--- src/sv/msds_pkg.sv ---
`timescale 1ns / 1ps

package msds_pkg;

    // Request codes carried on req_type
    localparam logic [1:0] REQ_WRITE_CHAR = 2'd0;
    localparam logic [1:0] REQ_WRITE_RAW  = 2'd1;
    localparam logic [1:0] REQ_REFRESH    = 2'd2;

    localparam int GLYPH_BITS  = 24;
    localparam int DIGIT_BITS  = 8;
    localparam int COUNT_BITS  = 4;
    localparam int POS_BITS    = 3;
    localparam int CODE_BITS   = 16;

    localparam logic [GLYPH_BITS-1:0] GLYPH_BLANK   = 24'h000000;
    localparam logic [GLYPH_BITS-1:0] GLYPH_UNKNOWN = 24'hFFFFFF;
    localparam logic [COUNT_BITS-1:0] COUNT_RESET   = 4'd7;

    // One pin step on the two shift register chains
    typedef struct packed {
        logic seg_data;
        logic seg_shift;
        logic seg_latch;
        logic digit_data;
        logic digit_shift;
        logic digit_latch;
        logic output_enable;
        logic last;
    } step_t;

    // Font lookup; code zero is blank, anything not listed lights every segment
    function automatic logic [GLYPH_BITS-1:0] font_glyph(input logic [CODE_BITS-1:0] code);
        logic [GLYPH_BITS-1:0] g;
        case (code)
            16'h0000: g = GLYPH_BLANK;
            16'h0041: g = 24'hF31100;
            16'h0042: g = 24'hFC5400;
            16'h0043: g = 24'hCF0000;
            16'h0044: g = 24'hFC4400;
            16'h0045: g = 24'hCF0100;
            16'h0046: g = 24'hC30100;
            16'h0047: g = 24'hDF1000;
            16'h0048: g = 24'h331100;
            16'h0049: g = 24'hCC4400;
            16'h004A: g = 24'h3E0000;
            16'h004B: g = 24'h032900;
            16'h004C: g = 24'h0F0000;
            16'h004D: g = 24'h33A000;
            16'h004E: g = 24'h338800;
            16'h004F: g = 24'hFF0000;
            16'h0050: g = 24'hE31100;
            16'h0051: g = 24'hFF0800;
            16'h0052: g = 24'hE31900;
            16'h0053: g = 24'hDC9000;
            16'h0054: g = 24'hC04400;
            16'h0055: g = 24'h3F0000;
            16'h0056: g = 24'h032200;
            16'h0057: g = 24'h330A00;
            16'h0058: g = 24'h00AA00;
            16'h0059: g = 24'h00A400;
            16'h005A: g = 24'hCC2200;
            16'h0030: g = 24'hFF2200;
            16'h0031: g = 24'h302000;
            16'h0032: g = 24'hEE1100;
            16'h0033: g = 24'hFC1000;
            16'h0034: g = 24'h311100;
            16'h0035: g = 24'hCD0900;
            16'h0036: g = 24'hDF1100;
            16'h0037: g = 24'hF00000;
            16'h0038: g = 24'hFF1100;
            16'h0039: g = 24'hFD1100;
            16'h0021: g = 24'h004404;
            16'h0040: g = 24'hEF5000;
            16'h0023: g = 24'h3C5500;
            16'h0024: g = 24'hDD5500;
            16'h0025: g = 24'h997700;
            16'h002A: g = 24'h00FF00;
            16'h0028: g = 24'h002800;
            16'h0029: g = 24'h008200;
            16'h002D: g = 24'h001100;
            16'h003D: g = 24'h0C1100;
            16'h005F: g = 24'h0C0000;
            16'h002B: g = 24'h005500;
            16'h003C: g = 24'h002400;
            16'h003E: g = 24'h008200;
            16'h005B: g = 24'h484400;
            16'h005D: g = 24'h844400;
            16'h002F: g = 24'h002200;
            16'h007C: g = 24'h004400;
            16'h005C: g = 24'h008800;
            16'h003F: g = 24'hE01404;
            16'h03B2: g = 24'h874502;
            16'h0393: g = 24'hC30000;
            16'h03A3: g = 24'hCC8200;
            16'h03B4: g = 24'hDE9100;
            16'h03B6: g = 24'hC62104;
            16'h03BB: g = 24'h008A00;
            16'h03BC: g = 24'h1E0002;
            16'h039E: g = 24'hCC1100;
            16'h03A0: g = 24'hF30000;
            16'h03C0: g = 24'h001B00;
            16'h03C3: g = 24'h061500;
            16'h03A8: g = 24'h215500;
            16'h05D0: g = 24'h229900;
            default:  g = GLYPH_UNKNOWN;
        endcase
        return g;
    endfunction

endpackage

--- src/sv/msds_front.sv ---
`timescale 1ns / 1ps

module msds_front #(
    parameter int MAX_DIGITS   = 8,
    parameter int SEGMENT_BITS = 24
) (
    input  logic                              clk,
    input  logic                              rst_n,
    input  logic                              push,
    output logic                              full,
    input  logic [1:0]                        req_type,
    input  logic [msds_pkg::POS_BITS-1:0]     position,
    input  logic [msds_pkg::CODE_BITS-1:0]    char_code,
    input  logic [SEGMENT_BITS-1:0]           raw_segments,
    input  logic                              cfg_valid,
    output logic                              cfg_ready,
    input  logic [msds_pkg::COUNT_BITS-1:0]   cfg_data,
    input  logic                              job_full,
    output logic                              job_wr,
    output logic [SEGMENT_BITS-1:0]           job_pat,
    output logic [msds_pkg::POS_BITS-1:0]     job_digit
);
    import msds_pkg::*;

    localparam int IDX_W = (MAX_DIGITS > 1) ? $clog2(MAX_DIGITS) : 1;
    localparam logic [COUNT_BITS-1:0] MAX_COUNT = COUNT_BITS'(MAX_DIGITS);

    logic [SEGMENT_BITS-1:0] store_reg [MAX_DIGITS];
    logic [IDX_W-1:0]        scan_pos_reg;
    logic [IDX_W-1:0]        scan_pos_next;
    logic [COUNT_BITS-1:0]   count_reg;

    logic                    accept;
    logic                    is_write;
    logic                    is_tick;
    logic                    pos_ok;
    logic [IDX_W-1:0]        wr_idx;
    logic [SEGMENT_BITS-1:0] wr_data;
    logic [COUNT_BITS-1:0]   count_eff;
    logic [IDX_W-1:0]        cur_eff;
    logic [COUNT_BITS-1:0]   cur_plus;

    assign full      = job_full;
    assign cfg_ready = 1'b1;
    assign accept    = push && !full;
    assign is_write  = (req_type == REQ_WRITE_CHAR) || (req_type == REQ_WRITE_RAW);
    assign is_tick   = (req_type == REQ_REFRESH);

    // Classify the write target and pattern
    assign pos_ok  = ({1'b0, position} < MAX_COUNT);
    assign wr_idx  = position[IDX_W-1:0];
    assign wr_data = (req_type == REQ_WRITE_CHAR)
                   ? SEGMENT_BITS'({8'h00, font_glyph(char_code)})
                   : (raw_segments & SEGMENT_BITS'(32'h00FF_FFFF));

    // Clamp the digit count and pick the digit to scan
    always_comb
    begin
        if (count_reg == '0)
            count_eff = COUNT_BITS'(1);
        else if (count_reg > MAX_COUNT)
            count_eff = MAX_COUNT;
        else
            count_eff = count_reg;

        if (COUNT_BITS'(scan_pos_reg) >= count_eff)
            cur_eff = '0;
        else
            cur_eff = scan_pos_reg;

        cur_plus = COUNT_BITS'(cur_eff) + COUNT_BITS'(1);
        if (cur_plus >= count_eff)
            scan_pos_next = '0;
        else
            scan_pos_next = cur_plus[IDX_W-1:0];
    end

    // Hand a tick to the back end as a pattern plus digit number
    assign job_wr    = accept && is_tick;
    assign job_pat   = store_reg[cur_eff];
    assign job_digit = POS_BITS'(cur_eff);

    // Update the store, scan position and digit count
    always_ff @(posedge clk or negedge rst_n)
    begin
        if (!rst_n)
        begin
            for (int i = 0; i < MAX_DIGITS; i++)
                store_reg[i] <= '0;
            scan_pos_reg <= '0;
            count_reg    <= COUNT_RESET;
        end
        else
        begin
            if (accept && is_write && pos_ok)
                store_reg[wr_idx] <= wr_data;
            if (job_wr)
                scan_pos_reg <= scan_pos_next;
            if (cfg_valid && cfg_ready)
                count_reg <= cfg_data;
        end
    end

`ifndef NO_ASSERTIONS
    // A tick always leaves the scan position inside the clamped count
    assert property (@(posedge clk) disable iff (!rst_n)
        job_wr |=> (COUNT_BITS'(scan_pos_reg) < $past(count_eff)))
        else $error("scan position left outside digit count");
`endif

endmodule

--- src/sv/msds_job_fifo.sv ---
`timescale 1ns / 1ps

module msds_job_fifo #(
    parameter int WIDTH = 27
) (
    input  logic             clk,
    input  logic             rst_n,
    input  logic             wr_en,
    input  logic [WIDTH-1:0] wr_data,
    output logic             full,
    input  logic             rd_en,
    output logic [WIDTH-1:0] rd_data,
    output logic             valid
);

    logic [WIDTH-1:0] mem_reg [2];
    logic             wr_ptr_reg;
    logic             rd_ptr_reg;
    logic [1:0]       cnt_reg;
    logic [1:0]       cnt_next;

    assign full    = (cnt_reg == 2'd2);
    assign valid   = (cnt_reg != 2'd0);
    assign rd_data = mem_reg[rd_ptr_reg];

    always_comb
    begin
        cnt_next = cnt_reg;
        if (wr_en && !rd_en)
            cnt_next = cnt_reg + 2'd1;
        else if (rd_en && !wr_en)
            cnt_next = cnt_reg - 2'd1;
    end

    // Store a word at the tail
    always_ff @(posedge clk)
    begin
        if (wr_en)
            mem_reg[wr_ptr_reg] <= wr_data;
    end

    // Advance the pointers and fill count
    always_ff @(posedge clk or negedge rst_n)
    begin
        if (!rst_n)
        begin
            wr_ptr_reg <= 1'b0;
            rd_ptr_reg <= 1'b0;
            cnt_reg    <= 2'd0;
        end
        else
        begin
            if (wr_en)
                wr_ptr_reg <= !wr_ptr_reg;
            if (rd_en)
                rd_ptr_reg <= !rd_ptr_reg;
            cnt_reg <= cnt_next;
        end
    end

`ifndef NO_ASSERTIONS
    assert property (@(posedge clk) disable iff (!rst_n) full |-> !wr_en)
        else $error("job queue overflow");
    assert property (@(posedge clk) disable iff (!rst_n) !valid |-> !rd_en)
        else $error("job queue underflow");
`endif

endmodule

--- src/sv/msds_back.sv ---
`timescale 1ns / 1ps

module msds_back #(
    parameter int SEGMENT_BITS = 24
) (
    input  logic                          clk,
    input  logic                          rst_n,
    input  logic                          job_valid,
    input  logic [SEGMENT_BITS-1:0]       job_pat,
    input  logic [msds_pkg::POS_BITS-1:0] job_digit,
    output logic                          job_rd,
    output msds_pkg::step_t               step_out,
    output logic                          empty,
    input  logic                          pop
);
    import msds_pkg::*;

    localparam int TOTAL_STEPS = SEGMENT_BITS + DIGIT_BITS + 2;
    localparam int STEP_W      = $clog2(TOTAL_STEPS);
    localparam logic [STEP_W-1:0] SEG_LATCH = STEP_W'(SEGMENT_BITS);
    localparam logic [STEP_W-1:0] DIG_FIRST = STEP_W'(SEGMENT_BITS + 1);
    localparam logic [STEP_W-1:0] DIG_LATCH = STEP_W'(TOTAL_STEPS - 1);

    logic [STEP_W-1:0]       step_reg;
    logic [STEP_W-1:0]       step_next;
    step_t                   out_reg;
    logic                    out_valid_reg;
    logic                    load;
    step_t                   cur_step;
    logic [SEGMENT_BITS-1:0] pat_shifted;
    logic [STEP_W-1:0]       dig_off;
    logic [POS_BITS-1:0]     dig_hot;

    assign load   = !out_valid_reg || pop;
    assign job_rd = load && job_valid && (step_reg == DIG_LATCH);
    assign empty  = !out_valid_reg;
    assign step_out = out_reg;

    // Build the pin step for the current counter value
    assign pat_shifted = job_pat >> step_reg;
    assign dig_off     = step_reg - DIG_FIRST;
    assign dig_hot     = POS_BITS'(DIGIT_BITS - 1) - job_digit;

    always_comb
    begin
        cur_step = '0;
        if (step_reg < SEG_LATCH)
        begin
            cur_step.seg_data  = pat_shifted[0];
            cur_step.seg_shift = 1'b1;
        end
        else if (step_reg == SEG_LATCH)
            cur_step.seg_latch = 1'b1;
        else if (step_reg < DIG_LATCH)
        begin
            cur_step.digit_data  = (dig_off[POS_BITS-1:0] != dig_hot);
            cur_step.digit_shift = 1'b1;
        end
        else
        begin
            cur_step.digit_latch   = 1'b1;
            cur_step.output_enable = 1'b1;
            cur_step.last          = 1'b1;
        end

        step_next = step_reg;
        if (load && job_valid)
            step_next = (step_reg == DIG_LATCH) ? '0 : step_reg + STEP_W'(1);
    end

    // Hold the result word until it is taken
    always_ff @(posedge clk)
    begin
        if (load && job_valid)
            out_reg <= cur_step;
    end

    always_ff @(posedge clk or negedge rst_n)
    begin
        if (!rst_n)
        begin
            step_reg      <= '0;
            out_valid_reg <= 1'b0;
        end
        else
        begin
            step_reg <= step_next;
            if (load)
                out_valid_reg <= job_valid;
        end
    end

`ifndef NO_ASSERTIONS
    // A refresh in progress keeps its job at the queue head
    assert property (@(posedge clk) disable iff (!rst_n)
        (step_reg != '0) |-> job_valid)
        else $error("job left the queue mid refresh");
`endif

endmodule

--- src/sv/multiplexed_segment_display_scanner_unit.sv ---
`timescale 1ns / 1ps

// Segment display scanner. Character and raw writes update one digit slot of
// the pattern store. A refresh tick produces SEGMENT_BITS + 10 result words
// (34 by default), one per cycle while pop is held: the segment bits LSB
// first, a segment latch, the eight active-low digit-select bits, then a
// digit latch with outputs enabled and last set. The word sequencer in the
// back end sets that rate; ticks queue two deep between front and back, so
// writes and further ticks are taken while a refresh is still being shifted
// out, until the queue is full. digit_count may be written at any idle time
// through the cfg channel, which is always ready.
module multiplexed_segment_display_scanner_unit #(
    parameter int MAX_DIGITS   = 8,
    parameter int SEGMENT_BITS = 24
) (
    input  logic                              clk,
    input  logic                              rst_n,
    input  logic                              push,
    output logic                              full,
    input  logic [1:0]                        req_type,
    input  logic [msds_pkg::POS_BITS-1:0]     position,
    input  logic [msds_pkg::CODE_BITS-1:0]    char_code,
    input  logic [SEGMENT_BITS-1:0]           raw_segments,
    input  logic                              cfg_valid,
    output logic                              cfg_ready,
    input  logic [msds_pkg::COUNT_BITS-1:0]   cfg_data,
    output logic                              empty,
    input  logic                              pop,
    output logic                              seg_data,
    output logic                              seg_shift,
    output logic                              seg_latch,
    output logic                              digit_data,
    output logic                              digit_shift,
    output logic                              digit_latch,
    output logic                              output_enable,
    output logic                              last
);
    import msds_pkg::*;

    localparam int JOB_W = SEGMENT_BITS + POS_BITS;

    logic                    job_wr;
    logic                    job_full;
    logic                    job_valid;
    logic                    job_rd;
    logic [SEGMENT_BITS-1:0] wr_pat;
    logic [POS_BITS-1:0]     wr_digit;
    logic [JOB_W-1:0]        rd_job;
    step_t                   step;

    msds_front #(
        .MAX_DIGITS   (MAX_DIGITS),
        .SEGMENT_BITS (SEGMENT_BITS)
    ) u_front (
        .clk          (clk),
        .rst_n        (rst_n),
        .push         (push),
        .full         (full),
        .req_type     (req_type),
        .position     (position),
        .char_code    (char_code),
        .raw_segments (raw_segments),
        .cfg_valid    (cfg_valid),
        .cfg_ready    (cfg_ready),
        .cfg_data     (cfg_data),
        .job_full     (job_full),
        .job_wr       (job_wr),
        .job_pat      (wr_pat),
        .job_digit    (wr_digit)
    );

    msds_job_fifo #(
        .WIDTH (JOB_W)
    ) u_fifo (
        .clk     (clk),
        .rst_n   (rst_n),
        .wr_en   (job_wr),
        .wr_data ({wr_digit, wr_pat}),
        .full    (job_full),
        .rd_en   (job_rd),
        .rd_data (rd_job),
        .valid   (job_valid)
    );

    msds_back #(
        .SEGMENT_BITS (SEGMENT_BITS)
    ) u_back (
        .clk       (clk),
        .rst_n     (rst_n),
        .job_valid (job_valid),
        .job_pat   (rd_job[SEGMENT_BITS-1:0]),
        .job_digit (rd_job[JOB_W-1:SEGMENT_BITS]),
        .job_rd    (job_rd),
        .step_out  (step),
        .empty     (empty),
        .pop       (pop)
    );

    // Unpack the pin step onto the result ports
    assign seg_data      = step.seg_data;
    assign seg_shift     = step.seg_shift;
    assign seg_latch     = step.seg_latch;
    assign digit_data    = step.digit_data;
    assign digit_shift   = step.digit_shift;
    assign digit_latch   = step.digit_latch;
    assign output_enable = step.output_enable;
    assign last          = step.last;

endmodule
--- config.mk ---
export PLATFORM = sky130hd
export DESIGN_NAME = multiplexed_segment_display_scanner_unit
export DESIGN_NICKNAME = d
export VERILOG_FILES = /design/src/sv/msds_pkg.sv /design/src/sv/msds_front.sv /design/src/sv/msds_job_fifo.sv /design/src/sv/msds_back.sv /design/src/sv/multiplexed_segment_display_scanner_unit.sv
export SDC_FILE = /design/constraint.sdc
export NUM_CORES = 1
export LEC_CHECK = 0
export BUFFER_PORTS_ARGS = -buffer_cell sky130_fd_sc_hd__buf_2
export CELL_PAD_IN_SITES_DETAIL_PLACEMENT = 1
export CELL_PAD_IN_SITES_GLOBAL_PLACEMENT = 1
export CORE_ASPECT_RATIO = 1.4
export CORE_UTILIZATION = 25
export DETAILED_ROUTE_END_ITERATION = 7
export HOLD_SLACK_MARGIN = 0.06
export MAX_ROUTING_LAYER = met4
export PLACE_DENSITY = 0.44
export SLEW_MARGIN = 20
export SYNTH_ARGS = -nofsm -noshare
export SYNTH_HDL_FRONTEND = slang
export SYNTH_SLANG_ARGS = --single-unit
--- constraint.sdc ---
create_clock -name clk -period 7.4 [get_ports clk]
set_input_delay 0.37 -clock clk [delete_from_list [all_inputs] [get_ports clk]]
set_output_delay 0.37 -clock clk [all_outputs]
set_load 0.03 [all_outputs]
==> metrics.yaml, run 1 <==
skew_ns: 0.007226
drtIter0Drc: 482
timing.slew.headroom_pct: 36.57
worstMarginPinSlew_ns: 0.9515
seq_area_um2: 7062
hold_depth: 2
final-setup-viol-count: 0
power_leakage_nw: 6.590
cp-start-kind: "flip-flop"
min_path_type: "input port to flip-flop"
yosysTopAreaCell: "dfrtp_1"
cts_buffers: 29
r2r-end: "u_front.scan_pos_reg[0]"
finalSetupTns_ns: 0
peakVddDrop_mv: 0.1819
netSwitchingPower_mw: 2.221
dpl.hpwl_um: 36380
place_congestion: 0.9743
yosysWarnings: 0
fillers: 6547
min-delay-start: "cfg_valid"
syn_nets: 1519
cts_tree: "built"
status: "complete, no violations"
finalWirelength_um: 55260
p_int_mw: 3.759
crit_path_end_kind: "flip-flop"
clock_latency_ns: 0.57
slowest_stage: "a21oi_1"
ys_top_cells_by_area: "dfrtp_1 (36%), edfxtp_1 (12%), mux2_2 (11%), nor2_1 (4.5%), nand2_1 (3.8%)"
fmax_mhz: 222.8
crit_fanout: 50
yosys-top-cells-count: "dfrtp_1 (207), nor2_1 (173), nand2_1 (148)"
clk_pin_slew_ns: 0.06
crit_required_ns: 7.88
p_seq_share_pct: 41.1
root_buffer: "clkbuf_16"
antenna_found_initial: 1
min_period_over_period_pct: 60.66
numPortBuffers: 63
multi_input_area_um2: 7052
path_buf_inv: 2
drtPass1Iterations: 5
synth_seq_cells: 270
rsz0062_at_grt: "no"
rrSetupSlack_ns: 2.91
io_pins: 65
area_growth_pct: 14.76
start_util_pct: 25.26
ys_types: 81
hold_end: "u_front.count_reg[0]"
rows: 104
powerDensity_nw_per_um2: 358.6
whs_ns: 0.1260
synth-edff-count: 60
crit_arrival_ns: 4.97
combPwrFrac_pct: 35.7
dieArea_um2: 59100
ff2ff_path_depth: 17
die_h_um: 287.2
grt_pass1_vias: 12430
synthCells: 1452
r2r_start: "u_front.count_reg[1]"
swShare_pct: 37.14
clkPwrFrac_pct: 23.1
maxCapViolCount: 0
coreArea_um2: 57520
nets: 1545
crit_chain: "nor2_1, nor2_1, nor2_1, ha_1, nand2b_1, a21o_1, a21oi_1, o21ai_4, buf_4, inv_2, ha_1, ha_1, a21o_1, a21o_1, a211oi_1, nand2_1, o21ai_0"
grt_max_degree: 82
grt_pass1_wl_um: 83490
fin_total_pwr_mw: 5.979
ys_seq_area_share_pct: 48.60
drc_errors: 0
post_drt_wl_per_cell_um: 24.63
yosysTopAreaCellShare_pct: 35.65
synthArstFlopShare_pct: 77.78
grt.overflow.total: 0
vias_per_cell: 5.241
num_vias: 11760
slew_violations: 0
grt.total_usage_pct: 19.61
antenna_left: 0
clockBufferDepth: 3
syn_avg_cell_area_um2: 10.01
max_stage_delay_ns: 0.61
drive_gt1_share_pct: 23.05
die_w_um: 205.7
timing.final.hold_violations: 0
cpLargestDelayFamily: "compound AO/OA/AOI/OAI gates"
h-tree-depth: 1
netlist_area_um2: 14530
min_period_ns: 4.489
ys.flop_type: "dfrtp_1"
critPathKind: "flip-flop to flip-flop"
cts.sink_count: 270
yosysMostFrequentCell: "dfrtp_1"
largest_register_ffs: 192
==> worst reg2reg max path, cell delays in order (launching register included) <==
cell,delay [ns]
dfstp_2,0.54
nor2_1,0.04
nor2_1,0.09
nor2_1,0.07
ha_1,0.30
nand2b_1,0.14
a21o_1,0.17
a21oi_1,0.61
o21ai_4,0.05
buf_4,0.33
inv_2,0.48
ha_1,0.36
ha_1,0.28
a21o_1,0.15
a21o_1,0.17
a211oi_1,0.43
nand2_1,0.09
o21ai_0,0.10
==> cell usage in the layout, fill, tap and decap left out, types with 17 or more instances in the layout <==
cell	n
nand4_1	17
buf_4	39
nand2_1	148
nand3_1	98
o21ai_0	59
a31oi_1	55
mux2_2	138
clkbuf_16	29
nor2_1	164
buf_2	62
edfxtp_1	60
dfrtp_1	206
nor3_1	46
a21oi_1	82
==> per-stage QoR <==
step                      area (um2)  cells  worst slack (ns)  utilization, %
final                          16670   2244             2.911           28.99
after global routing           16670   2244             2.638           28.99
after CTS                      16660   2243             2.797           28.97
after detailed placement       15710   2182             2.828           27.32
after global placement         15710   2182             2.854           27.32
after floorplan                14530   1452             3.627               -
==> power by group through the flow <==
stage          logic [mW]  registers (mW)  clock network [mW]
4_1_cts              2.21            2.46                1.44
3_3_place_gp         2.15            2.47                   0
6_report             2.14            2.46                1.38
3_5_place_dp         2.20            2.49                   0
2_1_floorplan        1.51            2.40                   0
5_1_grt              2.41            2.53                1.49
==> layer usage <==
metal	global-route usage [%]	part of all wire (%)	routed length, um
met2	34.99	52	28970
met1	22.09	40	22240
met5	-	0	0
met4	8.537	4.6	2516
met3	1.723	2.8	1537
==> kinds of logic after synthesis <==
kind of cell	share of synthesized area, %
other	0.02581
adder cells (fa/ha/maj)	1.120
buffers and inverters	3.617
multiplexers	13.99
XOR/XNOR	0.8440
flip-flops	48.60
AO/OA/AOI/OAI	12.69
AND/OR/NAND/NOR	19.12
==> worst max-delay path by stage <==
stage,startpoint,end,depth (start not counted)
after floorplan,u_front.scan_pos_reg[0],u_front.scan_pos_reg[1],16
after global placement,u_front.count_reg[2],u_front.scan_pos_reg[0],17
after detailed placement,u_front.count_reg[2],u_front.scan_pos_reg[0],17
after CTS,u_front.count_reg[2],u_front.scan_pos_reg[0],17
after global routing,u_front.count_reg[1],u_front.scan_pos_reg[0],17
final,u_front.count_reg[1],u_front.scan_pos_reg[0],17
==> final cells by class <==
| class | instances | share of cell area [%] |
|---|---|---|
| Clock buffer | 37 | 4.532 |
| Antenna cell | 1 | 0.01501 |
| Multi-Input combinational cell | 1052 | 42.29 |
| Clock inverter | 17 | 0.7504 |
| Timing Repair Buffer | 109 | 4.127 |
| Sequential cell | 270 | 42.35 |
| Inverter | 16 | 0.3602 |
| Tap cell | 742 | 5.568 |
==> what timing repair did <==
| action | CTS | global route |
|---|---|---|
| hold endpoints to repair | 81 | 0 |
| buffers inserted | 0 | 0 |
| hold buffers | 7 | 0 |
| resized for setup | 0 | 0 |
| setup endpoints to repair | 0 | 0 |
Power figures use the tool's default switching activity.
==> inputs of run 2 (changes only) <==
--- a/config.mk
+++ b/config.mk
@@ -13,7 +13,7 @@
 export DETAILED_ROUTE_END_ITERATION = 7
 export HOLD_SLACK_MARGIN = 0.06
 export MAX_ROUTING_LAYER = met4
-export PLACE_DENSITY = 0.44
+export PLACE_DENSITY = 0.46
 export SLEW_MARGIN = 20
 export SYNTH_ARGS = -nofsm -noshare
 export SYNTH_HDL_FRONTEND = slang
==> constraint.sdc (replaced) <==
create_clock -name clk -period 3.85 [get_ports clk]
set_input_delay 0.1925 -clock clk [delete_from_list [all_inputs] [get_ports clk]]
set_output_delay 0.1925 -clock clk [all_outputs]
set_load 0.03 [all_outputs]
==> metrics.yaml, run 2 (synthesized netlist as in run 1, its figures left out) <==
drtPass1Iterations: 5  # unchanged
timing.final.hold_violations: 0  # unchanged
antenna_found_initial: 0  # -1
maxCapViolCount: 0  # unchanged
grt_pass1_vias: 12840  # +3.3%
swShare_pct: 36.71  # -0.43 points
layout_commonest_cell: "dfrtp_1"
drive_gt1_share_pct: 25.98  # +2.9 points
root_buffer: "clkbuf_16"
cp-start-kind: "flip-flop"
nets: 1608  # +4.1%
grt_pass1_wl_um: 83860  # +0.44%
crit_chain: "nor2_1, nor2_1, nor2_1, ha_1, nand2b_1, a21o_1, a21oi_1, buf_4, o21ai_4, inv_2, ha_1, ha_1, a21o_1, a21o_1, a211oi_1, a22o_1"
placed_area_um2: 16280  # +3.6%
r2r-end: "u_front.scan_pos_reg[2]"
netSwitchingPower_mw: 4.292  # +93%
min_period_over_period_pct: 90.76  # +30 points
h-tree-depth: 1  # unchanged
place_congestion: 0.9670  # -0.75%
drc_errors: 0  # unchanged
status: "complete, no violations"
clock_latency_ns: 0.56  # about the same
r2r_start: "u_front.count_reg[2]"
pre_cts_ws_ns: 0.3919  # -2.436 ns
critPathLaunch: "u_front.count_reg[2]"
area_growth_pct: 19.06
antenna_left: 0  # unchanged
antenna_cells: 0  # -1
worstMarginPinSlew_ns: 1.091  # +0.1397 ns
critPathKind: "flip-flop to flip-flop"
min-delay-start: "req_type[0]"
postCtsSetupBuffers: 0  # unchanged
cts_resized: 0  # unchanged
drtIter0Drc: 535  # +11%
clkPwrFrac_pct: 23.3  # +0.2 points
peakVddDrop_mv: 0.3782  # +110%
min_path_type: "input port to flip-flop"
cts.sink_count: 270  # unchanged
clockBufferDepth: 3  # unchanged
crit_path_end_kind: "flip-flop"
final_cell_mix: "dfrtp_1 (206), nor2_1 (164), nand2_1 (148)"
rrSetupSlack_ns: 0.36  # -2.56 ns
cts_hold_buf: 11  # +4
crit_arrival_ns: 3.97  # -1.00 ns
dieArea_um2: 59100  # unchanged
finalSetupTns_ns: 0  # unchanged
fmax_mhz: 286.2  # +28%
num_vias: 12000  # +2.0%
hold_end: "u_fifo.wr_ptr_reg"
die_h_um: 287.2  # unchanged
rsz0062_at_grt: "no"
dpl.hpwl_um: 37160  # +2.1%
finalWirelength_um: 55260  # about the same
cts_tree: "built"
io_pins: 65  # unchanged
numPortBuffers: 63  # unchanged
crit_fanout: 5  # -90%
vias_per_cell: 5.204  # -0.69%
final-setup-viol-count: 0  # unchanged
grt_max_degree: 79  # -3.7%
coreArea_um2: 57520  # unchanged
design_area_um2: 17300  # +3.7%
timing.final.ws_setup_ns: 0.3559  # -2.555 ns
start_util_pct: 25.26  # unchanged
seq_area_um2: 7062  # unchanged
fillers: 6536  # -0.17%
slew_violations: 0  # unchanged
p_int_mw: 7.401  # +97%
rows: 104  # unchanged
grt.overflow.total: 0  # unchanged
die_w_um: 205.7  # unchanged
largest_register_ffs: 192  # unchanged
min_period_ns: 3.494  # -0.9947 ns
max_stage_delay_ns: 0.54  # -0.07 ns
slowest_stage: "dfstp_2"
clk_pin_slew_ns: 0.06  # about the same
fin_total_pwr_mw: 11.69  # +96%
combPwrFrac_pct: 36.2  # +0.5 points
grt.total_usage_pct: 19.55  # -0.058 points
multi_input_area_um2: 7052  # unchanged
power_leakage_nw: 6.952  # +5.5%
hold_depth: 3  # +1
powerDensity_nw_per_um2: 675.9  # +88%
ff2ff_path_depth: 16  # -1
skew_ns: 0.02501  # +0.01779 ns
cts_buffers: 28  # -3.4%
crit_required_ns: 4.32  # -3.56 ns
p_seq_share_pct: 40.5  # -0.6 points
post_drt_wl_per_cell_um: 23.97  # -2.6%
timing.slew.headroom_pct: 27.08  # -9.5 points
-- run 2: metrics by stage --
stage	hold slack [ns]	std cells	util, %
2_1_floorplan	-0.1031	1452	-
4_1_cts	0.1112	2305	30.08
6_report	0.1294	2305	30.08
3_5_place_dp	0.2772	2242	28.31
5_1_grt	0.1368	2305	30.08
3_3_place_gp	0.2792	2242	28.31
-- run 2: cell type report --
class / instances / area share [%]
multi-input combinational: 1052 / 40.77
timing repair buffer: 173 / 7.458
clock buffer: 40 / 4.731
tap: 742 / 5.367
sequential: 270 / 40.82
inverter: 16 / 0.3472
clock inverter: 12 / 0.5063
-- run 2: worst max path at each step --
stage | endpoint | slack, ns | cells past startpoint
2_1_floorplan | u_front.scan_pos_reg[1] | 0.08 | 16
3_3_place_gp | u_front.store_reg[56] | 0.41 | 13
3_5_place_dp | u_fifo.mem_reg[0][16] | 0.39 | 15
4_1_cts | u_front.scan_pos_reg[2] | 0.35 | 16
5_1_grt | u_front.scan_pos_reg[0] | 0.13 | 17
6_report | u_front.scan_pos_reg[2] | 0.36 | 16
-- run 2: critical path, delay by kind of cell (launching register included) --
kind	cells	cell delay, ns
DFF	1	0.54
AOI/OAI and AO/OA	7	1.37
adders and majority gates	3	0.85
buffers and inverters	2	0.31
and+or+nand+nor	4	0.34
-- run 2: routing by layer --
metal | GRT usage, % | vias to the layer above | share of wire (%)
li1 | - | 5476 | -
met1 | 21.96 | 6126 | 40
met2 | 34.47 | 258 | 52
met3 | 2.041 | 136 | 2.8
met4 | 9.074 | 0 | 4.8
met5 | - | - | 0
-- run 2: power by group through the flow --
| stage | clock (mW) | combinational [mW] | sequential (mW) |
|---|---|---|---|
| after floorplan | 0 | 2.91 | 4.61 |
| after global placement | 0 | 4.20 | 4.76 |
| after detailed placement | 0 | 4.33 | 4.80 |
| after CTS | 2.82 | 4.35 | 4.75 |
| after global routing | 2.92 | 4.72 | 4.89 |
| final | 2.72 | 4.23 | 4.74 |
==> inputs of run 3 (changes only) <==
==> constraint.sdc (replaced) <==
create_clock -name clk -period 2.96 [get_ports clk]
set_input_delay 0.148 -clock clk [delete_from_list [all_inputs] [get_ports clk]]
set_output_delay 0.148 -clock clk [all_outputs]
set_load 0.03 [all_outputs]
==> metrics.yaml, run 3 (synthesized netlist as in run 1, its figures left out) <==
grt_pass1_wl_um: 86640  # +3.3%
antenna_left: 0  # unchanged
rows: 104  # unchanged
io_pins: 65  # unchanged
root_buffer: "clkbuf_16"
timing.slew.headroom_pct: 48.83  # +22 points
rsz0062_at_grt: "yes"
area_growth_pct: 27.06
layout_commonest_cell: "dfrtp_1"
min_period_over_period_pct: 101.0  # +10 points
post_drt_wl_per_cell_um: 23.54  # -1.8%
timing.final.ws_setup_ns: -0.03007  # -0.3860 ns
nets: 1728  # +7.5%
drtPass1Iterations: 5  # unchanged
worstMarginPinSlew_ns: 0.7676  # -0.3236 ns
cts.sink_count: 270  # unchanged
crit_required_ns: 3.44  # -0.88 ns
die_w_um: 205.7  # unchanged
crit_arrival_ns: 3.47  # -0.50 ns
cts_buffers: 27  # -3.6%
powerDensity_nw_per_um2: 840.5  # +24%
crit_fanout: 3  # -2
cts_tree: "built"
final_cell_mix: "dfrtp_1 (206), buf_4 (190), nor2_1 (161)"
numPortBuffers: 63  # unchanged
power_leakage_nw: 7.588  # +9.2%
dpl.hpwl_um: 40550  # +9.1%
slew_violations: 0  # unchanged
clk_pin_slew_ns: 0.06  # about the same
final-setup-viol-count: 3  # +3
antenna_cells: 0  # unchanged
die_h_um: 287.2  # unchanged
grt_max_degree: 76  # -3.8%
num_vias: 12290  # +2.4%
start_util_pct: 25.26  # unchanged
clock_latency_ns: 0.56  # about the same
instances_no_fill: 2424  # +5.2%
dp.cells: 2354  # +5.0%
cp-start-kind: "flip-flop"
skew_ns: 0.02755  # +0.002534 ns
dieArea_um2: 59100  # unchanged
timing.final.hold_violations: 0  # unchanged
grt.overflow.total: 0  # unchanged
min_path_type: "input port to flip-flop"
clockBufferDepth: 3  # unchanged
coreArea_um2: 57520  # unchanged
maxCapViolCount: 0  # unchanged
status: "complete, but fails checks"
fillers: 6529  # -0.11%
drtIter0Drc: 539  # +0.75%
place_congestion: 0.9670  # unchanged
grt_pass1_vias: 13240  # +3.1%
vias_per_cell: 5.069  # -2.6%
critPathKind: "flip-flop to flip-flop"
drive_gt1_share_pct: 32.16  # +6.2 points
fmax_mhz: 334.4  # +17%
largest_register_ffs: 192  # unchanged
h-tree-depth: 1  # unchanged
peakVddDrop_mv: 0.4536  # +20%
seq_area_um2: 7062  # unchanged
fin_total_pwr_mw: 15.52  # +33%
min_period_ns: 2.990  # -0.5040 ns
pre_cts_ws_ns: -0.3288  # -0.7207 ns
antenna_found_initial: 0  # unchanged
finalWirelength_um: 57070  # +3.3%
crit_path_end_kind: "flip-flop"
failed_checks: "negative setup slack"
whs_ns: 0.1113  # -0.01810 ns
drc_errors: 0  # unchanged
grt.total_usage_pct: 20.22  # +0.67 points
multi_input_area_um2: 7147  # +1.3%
==> run 3: changes by cell type in the layout (fill, tap and decap cells not counted), sizes merged <==
cell         delta
clkbuf          -7
buf           +119
clkinvlp        +1
dlygate4sd3     +1
inv             +1
bufinv          -1
clkinv          +5
==> run 3: worst paths after layout <==
kind	from	to	slack (ns)	cells past startpoint
max in group asynchronous	rst_n	u_front.store_reg[112]	1.86	3
setup reg to reg	u_front.count_reg[0]	u_front.scan_pos_reg[0]	-0.03	16
hold / removal	raw_segments[3]	u_front.store_reg[123]	0.11	3
min in group asynchronous	rst_n	u_front.count_reg[3]	0.16	2
setup / recovery	u_front.count_reg[0]	u_front.scan_pos_reg[0]	-0.03	16
hold reg to reg	u_front.store_reg[106]	u_front.store_reg[106]	0.49	1
==> run 3: stage by stage <==
stage | instance area, um2 | TNS [ns] | util [%]
6_report | 18460 | -0.07320 | 32.10
5_1_grt | 18460 | -1.397 | 32.10
4_1_cts | 18330 | -0.5750 | 31.87
3_5_place_dp | 17380 | -44.58 | 30.21
3_3_place_gp | 17380 | -36.06 | 30.21
2_1_floorplan | 14620 | 0 | -
==> run 3: worst max-delay path, cell delays in order (launching register included) <==
cell      delay [ns]
dfstp_2         0.54
nor2_2          0.05
nor2_2          0.13
ha_4            0.21
nand2b_4        0.12
a21o_1          0.15
a21oi_2         0.13
buf_4           0.14
o21ai_4         0.06
inv_2           0.14
ha_4            0.23
ha_4            0.21
a21o_1          0.19
a21o_1          0.18
a211oi_4        0.26
nand2_1         0.08
o21ai_1         0.07
==> run 3: timing repair <==
item	CTS	global route
hold buffers	12	0
gates cloned	0	1
setup buffers	2	5
hold endpoints to repair	71	0
pin swaps	11	15
setup endpoints to repair	43	51
gates resized for setup	12	28
==> run 3: metal layers <==
metal	part of all wire (%)	up-vias	track usage, %
met3	2.5	123	1.667
met1	39	6180	22.12
li1	-	5731	-
met4	5.1	0	9.685
met2	54	254	36.56
met5	0	-	-
==> run 3: final cells by class <==
cell class	count	share of cell area [%]
repair buffers	294	13.30
well taps	742	5.029
clock buffers	32	3.870
inverters	16	0.3457
clock inverters	18	0.4880
flip-flops and latches	270	38.25
multi-input cells	1052	38.71
==> run 3: power by group <==
group	switching, mW	internal [mW]	leakage, nW
Combinational	3.49	2.71	3.93
Sequential	0.757	5.35	3.26
Clock	1.49	1.72	0.399
Total	5.73	9.78	7.59
